===== config.mk =====
export PLATFORM = sky130hd
export DESIGN_NAME = tnrs_cell
export DESIGN_NICKNAME = d
export VERILOG_FILES = /design/src/design/tnrs_pkg.sv /design/src/design/tnrs_cell.sv
export SDC_FILE = /design/constraint.sdc
export NUM_CORES = 1
export LEC_CHECK = 0
export BUFFER_PORTS_ARGS = -buffer_cell sky130_fd_sc_hd__buf_2
export CAP_MARGIN = 20
export CORE_AREA = 2 2 210 212
export CTS_CLUSTER_SIZE = 14
export DETAILED_ROUTE_END_ITERATION = 10
export DIE_AREA = 0 0 212 214
export REMOVE_ABC_BUFFERS = 1
export SLEW_MARGIN = 5
export SYNTH_ARGS = -nofsm -noshare
export SYNTH_HDL_FRONTEND = slang
export SYNTH_SLANG_ARGS = --single-unit

===== constraint.sdc =====
create_clock -name clk -period 9 [get_ports clk]
set_input_delay 0 -clock clk [delete_from_list [all_inputs] [get_ports clk]]
set_output_delay 0 -clock clk [all_outputs]
set_load 0.05 [all_outputs]

===== src/design/tnrs_pkg.sv =====
`timescale 1ns / 1ps
// ----------------------------------------------------------------------------
// tnrs_pkg: shared types and functions of the top-N row selector
// Row type, control struct of the cell chain, limit clamp and key compare.
// ----------------------------------------------------------------------------
package tnrs_pkg;

	localparam int MAX_KEEP = 64;
	localparam int NKEY     = 3;
	localparam int KEY_W    = 32;
	localparam int REF_W    = 32;
	localparam int CNT_W    = $clog2(MAX_KEEP + 1);
	localparam int LIM_W    = 7;
	localparam int KC_W     = 2;

	localparam logic [1:0] REG_LIMIT_N   = 2'd0;
	localparam logic [1:0] REG_KEY_COUNT = 2'd1;
	localparam logic [1:0] REG_DESC_MASK = 2'd2;

	typedef struct packed {
		logic signed [KEY_W-1:0] key0;
		logic signed [KEY_W-1:0] key1;
		logic signed [KEY_W-1:0] key2;
		logic [NKEY-1:0]         nulls;
		logic [REF_W-1:0]        ref_id;
	} row_t;

	typedef struct packed {
		logic ins;
		logic trunc;
		logic shift_out;
	} cell_ctl_t;

	function automatic logic [CNT_W-1:0] clamp_limit(input logic [LIM_W-1:0] v);
		logic [CNT_W-1:0] r;
		if (v == '0) begin
			r = CNT_W'(1);
		end else if (int'(v) > MAX_KEEP) begin
			r = CNT_W'(MAX_KEEP);
		end else begin
			r = CNT_W'(v);
		end
		return r;
	endfunction

	// true when row a strictly precedes row b
	function automatic logic precedes(input row_t a, input row_t b,
			input logic [KC_W-1:0] kc, input logic [NKEY-1:0] desc);
		logic [NKEY-1:0][KEY_W-1:0] ka;
		logic [NKEY-1:0][KEY_W-1:0] kb;
		logic res;
		logic done;
		ka = {a.key2, a.key1, a.key0};
		kb = {b.key2, b.key1, b.key0};
		res = 1'b0;
		done = 1'b0;
		for (int i = 0; i < NKEY; i++) begin
			if (!done && (i < int'(kc)) && !a.nulls[i] && !b.nulls[i]
					&& (ka[i] != kb[i])) begin
				res = desc[i] ? ($signed(ka[i]) > $signed(kb[i]))
					: ($signed(ka[i]) < $signed(kb[i]));
				done = 1'b1;
			end
		end
		return res;
	endfunction

endpackage


===== src/design/tnrs_cell.sv =====
`timescale 1ns / 1ps
// ----------------------------------------------------------------------------
// tnrs_cell: one slot of the sorted-insert chain
// Holds one kept row, compares it with the broadcast row, and takes the new
// row, its left neighbor's row, or its right neighbor's row when draining.
// ----------------------------------------------------------------------------
module tnrs_cell (
	input  logic                          clk,
	input  logic                          arst_n,
	input  tnrs_pkg::cell_ctl_t           ctl,
	input  tnrs_pkg::row_t                new_row,
	input  logic [tnrs_pkg::KC_W-1:0]     key_count,
	input  logic [tnrs_pkg::NKEY-1:0]     desc_mask,
	input  logic                          lim_ok,
	input  tnrs_pkg::row_t                left_row,
	input  logic                          left_veff,
	input  tnrs_pkg::row_t                right_row,
	input  logic                          right_valid,
	input  logic                          before_in,
	output logic                          before_out,
	output logic                          veff,
	output tnrs_pkg::row_t                row_q,
	output logic                          valid_q
);

	logic hit;
	logic take_new;
	logic take_left;

	assign veff       = valid_q && lim_ok;
	assign hit        = veff && tnrs_pkg::precedes(new_row, row_q, key_count, desc_mask);
	assign before_out = before_in || hit;
	assign take_new   = ctl.ins && lim_ok && !before_in && (hit || (!veff && left_veff));
	assign take_left  = ctl.ins && lim_ok && before_in;

	always_ff @(posedge clk or negedge arst_n) begin
		if (!arst_n) begin
			valid_q <= 1'b0;
		end else if (ctl.shift_out) begin
			valid_q <= right_valid;
		end else if (take_new) begin
			valid_q <= 1'b1;
		end else if (take_left) begin
			valid_q <= left_veff;
		end else if (ctl.ins || ctl.trunc) begin
			valid_q <= veff;
		end
	end

	always_ff @(posedge clk) begin
		if (ctl.shift_out) begin
			row_q <= right_row;
		end else if (take_new) begin
			row_q <= new_row;
		end else if (take_left) begin
			row_q <= left_row;
		end
	end

endmodule


Word-level counts from Yosys, hierarchy flattened

Cells that the tools add are included.

Shift-type cells: 0
$mul: 0
Reduce and logical (&&, ||, !) cells: 33
Div/mod/pow operators: 0
Eq/ne operators: 3
Magnitude comparators: 9
Bitwise operators: 0
Muxes and demuxes: 15
Add/subtract/negate cells: 0

Operators with widths:

| kind                                                                 | number |
|---|---|
| 131-bit two-way mux                                                  | 3 |
| 32-bit > comparator                                                  | 3 |
| 32-bit < comparator                                                  | 3 |
| 32-bit != test                                                       | 3 |
| 1-bit logical AND                                                    | 18 |
| 1-bit two-way mux                                                    | 12 |
| 1-bit zero test                                                      | 10 |
| 1-bit by 2-bit < comparator with 1-bit output (first input constant) | 2 |
| 4-bit nonzero test                                                   | 1 |
| 1-bit logical OR                                                     | 3 |
| 3-bit nonzero test                                                   | 1 |
| 2-bit < comparator (first input constant)                            | 1 |

Memories kept: 0
Bits of input ports: 407
Register bits after elaboration: 132
ROM bits: 0
Memory bits (writable): 0
Latch bits: 0
Logic and storage cells: 66

Depth between registers and ports, before layout

Depth in word-level cells: 22
Gate-level depth with buffers: 13

Worst setup path after synthesis

OpenSTA, ideal clock, no wires.

Path kind: reg-to-reg
From: register row_q[100] (netlist name)
To: register row_q[0] (netlist name) (enable)
Buffers on the path: 1
Cell stages (with the launch flop): 13
Data required time: 8.479 ns
Data arrival time: 6.254 ns
Setup time: 0.521 ns
Slack: 2.224 ns
Period minus slack after synthesis: 6.776 ns
Cell sequence: edfxtp_1 > inv_1 > ha_1 > nor2b_1 > o211ai_2 > a2111oi_0 > or4_4 > a2111oi_4 > xnor2_1 > a2111oi_4 > buf_6 > nor2_1 > a311o_1

Cells in the longest elaborated chain, start to end: 19
Elaborated cells on any way between the ends: 24
Classes of those cells: order compare: 2; eq/ne: 1; mux: 6; reduce/logical: 15

Ends and longest elaborated chain:

| element                          | RTL line        | text |
|---|---|---|
| from (decl)                      | tnrs_cell.sv:22 | `output tnrs_pkg::row_t row_q,` |
| from (signal assigned)           | tnrs_cell.sv:52 | `row_q <= right_row;` |
| from (signal assigned)           | tnrs_cell.sv:54 | `row_q <= new_row;` |
| from (signal assigned)           | tnrs_cell.sv:56 | `row_q <= left_row;` |
| 32-bit != test                   | tnrs_pkg.sv:59  | `&& (ka[i] != kb[i])) begin` |
| 1-bit logical AND                | tnrs_pkg.sv:59  |  |
| 1-bit two-way mux                | tnrs_pkg.sv:58  | `if (!done && (i < int'(kc)) && !a.nulls[i] && !b.nulls[i]` |
| 1-bit zero test                  | tnrs_pkg.sv:58  |  |
| 1-bit logical AND (3 in a row)   | tnrs_pkg.sv:58  |  |
| 1-bit logical AND                | tnrs_pkg.sv:59  |  |
| 1-bit two-way mux                | tnrs_pkg.sv:58  |  |
| 1-bit zero test                  | tnrs_pkg.sv:58  |  |
| 1-bit logical AND (3 in a row)   | tnrs_pkg.sv:58  |  |
| 1-bit logical AND                | tnrs_pkg.sv:59  |  |
| 1-bit two-way mux (*)            | tnrs_pkg.sv:58  |  |
| 1-bit logical AND (*)            | tnrs_cell.sv:31 | `assign hit = veff && tnrs_pkg::precedes(new_row, row_q, key_count, desc_mask);` |
| 1-bit logical OR (*)             | tnrs_cell.sv:33 | `assign take_new = ctl.ins && lim_ok && !before_in && (hit \|\| (!veff && left_veff));` |
| 1-bit logical AND (*)            | tnrs_cell.sv:33 |  |
| 3-bit nonzero test (no line) (*) | --              |  |

Every way passes the cells marked *; elsewhere a longest branch is shown, timed or not.
A chain may end at the register's enable or synchronous reset.

Worst setup path after layout

From: register row_q[88] (netlist name)
To: register row_q[114] (netlist name), data pin

Cells in the longest elaborated chain, start to end: 14
Elaborated cells on any way between the ends: 18
Classes of those cells: order compare: 2; eq/ne: 1; mux: 6; reduce/logical: 9

Ends and longest elaborated chain:

| element                                                                     | RTL line        | text |
|---|---|---|
| parallel branches: the longest is 8 deep, another holds 32-bit < comparator | --              |  |
| 1-bit two-way mux (*)                                                       | tnrs_pkg.sv:58  |  |
| 1-bit logical AND (*)                                                       | tnrs_cell.sv:31 |  |
| 1-bit logical OR (*)                                                        | tnrs_cell.sv:33 |  |
| 1-bit logical AND (*)                                                       | tnrs_cell.sv:33 |  |
| 131-bit two-way mux (*)                                                     | tnrs_cell.sv:53 | `end else if (take_new) begin` |
| 131-bit two-way mux (*)                                                     | tnrs_cell.sv:51 | `if (ctl.shift_out) begin` |

Mark *: on every way between the ends.

==> out/results.ini <==
[status]
status=finished clean

[synthesis]
synth-compound-area-share_pct=27.4
synth-main-ff-cell=edfxtp_1
yosys.area_share.simple_pct=12.8
synth_top_family_by_area=compound AO/OA/AOI/OAI gates
synthTopCellsByCount=a21oi_1 (164), o21ai_0 (140), nor2b_1 (136)
synth_seq_area_share_pct=39.5
synth_fa_ha_area_share_pct=12.0
yosys_warnings=0
synth_area_per_cell_um2=9.02
synth_edf_count=131
yosysTopAreaCell=edfxtp_1
syn_inst=1110
synth.area.mux_share_pct=0
netlist_area_um2=10000
async_reset_ff_share_pct=0.758
yosysMostFrequentCell=a21oi_1
synth_top_area_share_pct=39.3
ys_ff_latch=132
ys_types=48
synth-xor-area-share_pct=0.437
synthTopCellsByArea=edfxtp_1 (39%), ha_1 (12%), nor2b_1 (8.5%), a31oi_1 (8.2%), a21oi_1 (8.2%)

[floorplan]
core_um2=42900
die_h_um=214
floorplan.initialDensity_pct=23.4
die_w_um=212
die_area_um2=45400
num_rows=76
boundaryPins=541

[final_layout]
syn_to_final_growth_pct=64.0
layout-drive-gt1-share_pct=31.5
multi_input_area_um2=5290
nFillCells=4334
fin_nets=2363
fin_area_um2=16400
seq_area_um2=3960

[setup_path]
cp_data_required_time_ns=9.31
crit_path_max_incr_delay_ns=0.77
reg2reg_to=row_q[114]
worstPathCellList=inv_1 > ha_1 > and4_1 > nor4bb_1 > a211oi_1 > a211oi_1 > o211a_1 > o211a_1 > a2111o_2 > buf_4 > a31oi_1 > a21oi_1 > dlygate4sd3_1
slowest_stage=a2111o_2
r2r_slack_ns=3.79
end_kind=register
crit_path_start_kind=register
crit_start=row_q[88]
worstPathArrival_ns=5.52
worstSetupPathType=reg -> reg
critical_path.max_fanout=52
reg2regPathDepth=13
r2r_start=row_q[88]

[routing]
ant_nets=0
routedWlPerCell_um=17.7
vias=12000
finalWirelength_um=43700
drc=0
drt_iter0_drc=706
drt-pass1-iter-count=5
vias_per_cell=4.88

[global_route]
grt_pass1_wl_um=65900
grt_usage_pct=18.6
grt_pass1_vias=12300
grt_max_degree=108
antenna_found_initial=4
overflow=0

[clocking]
cts_setup_buffers=0
root_buffer=clkbuf_16
clockBufferDepth=2
cts_tree=built
clkLatencyLatePin_ns=0.45
clkSinkCount=132
numCtsBuffers=17
cts.htree.levels=4
clkTransAtPathRegs_ns=0.07

[power]
leakage_nw=7.32
vdd_drop_max_v=0.0000954
power_density_nw_per_um2=146

[sta]
setup_ws_ns=3.79
skew_ns=0.0134
setup_viol=0
maxSlewHeadroom_pct=30.6
setup_tns_ns=0
holdWs_ns=0.409
min_period_ns=5.21
fmax_mhz=192
final_hold_viol_count=0
tightest_slew_ns=1.04
rsz0062_at_grt=false
finalCritPeriodShare_pct=57.9
slew_viol_final=0

[placed_design]
io_buffers=540
pre_cts_ws_ns=4.33
hpwl_um=30900
placed_area_um2=13100
gp_congestion=0.904

[run]
drv_cap=0

[min_path]
hold_path.class=in -> async

==> timing repair <==
action / CTS / global route
gates resized for setup: 0 / 0
endpoints found under the hold margin: 133 / 0
hold buffers: 266 / 0
==> metal layers <==
layer / up-vias / part of all wire (%) / wire (µm) / GRT usage, %
li1: 5652 / - / - / -
met1: 5699 / 40 / 17600 / 21.3
met2: 559 / 50 / 21700 / 32.8
met3: 99 / 6.2 / 2720 / 4.30
met4: 0 / 3.8 / 1640 / 8.31
met5: - / 0 / 0 / 0
==> cell usage in the layout (no fill, tap or decap), drive strengths merged, types with 3 or more instances in the layout <==
cell type / instances
diode: 4
a21oi: 164
xnor2: 3
nor2b: 136
buf: 551
nand4: 19
nor2: 8
edfxtp: 131
nand2: 12
ha: 96
a31oi: 132
and4: 4
o211ai: 3
bufinv: 4
nand3: 17
inv: 100
clkinv: 5
a221oi: 3
clkbuf: 20
nor4: 6
o21ai: 140
a211oi: 8
dlygate4sd3: 266
a21o: 11
a2111oi: 5
==> per-stage QoR <==
step | util [%] | total power, W | cells
2_1_floorplan | - | 0.00124 | 1024
3_3_place_gp | 30.6 | 0.00152 | 2160
3_5_place_dp | 30.6 | 0.00153 | 2160
4_1_cts | 38.3 | 0.00242 | 2458
5_1_grt | 38.3 | 0.00252 | 2462
6_report | 38.3 | 0.00240 | 2462
==> worst max path at each step <==
| stage | endpoint | slack, ns | depth (start not counted) |
|---|---|---|---|
| after global placement | row_q[113] | 4.30 | 12 |
| after CTS | row_q[113] | 3.79 | 13 |
| after detailed placement | row_q[113] | 4.33 | 12 |
| after floorplan | row_q[0] | 0.97 | 4 |
| final | row_q[114] | 3.79 | 13 |
| after global routing | row_q[55] | 3.43 | 13 |
==> where the power goes <==
part | leakage [nW] | switching, W | total (W) | internal [W]
Combinational | 5.73 | 0.000539 | 0.000863 | 0.000324
Clock | 0.295 | 0.000295 | 0.000760 | 0.000464
Sequential | 1.29 | 0.0000293 | 0.000780 | 0.000751
Total | 7.32 | 0.000863 | 0.00240 | 0.00154
==> area by class of cell <==
class	instances	share of cell area, %
tap	585	4.46
clock buffer	20	2.66
antenna	4	0.0609
clock inverter	12	1.10
timing repair buffer	817	33.2
sequential	132	24.1
inverter	99	2.26
multi-input combinational	793	32.2
==> kinds of logic after synthesis <==
kind of cell | Yosys count
AOI/OAI and AO/OA | 479
adders and majority gates | 96
xor gates and xnor gates | 5
DFF | 132
and+or+nand+nor | 213
buffers and inverters | 185
==> flip-flops by register name, indices dropped and copies added (netlist names) <==
signal,count
row_q,131
valid_q,1
==> critical path, delay by kind of cell, from the launching register on <==
family	cells	cell delay (ns)
and+or+nand+nor	2	0.93
AOI/OAI and AO/OA	7	2.09
DFF	1	0.34
adders and majority gates	1	0.31
buffers and inverters	3	1.32
Power figures use the tool's default switching activity.
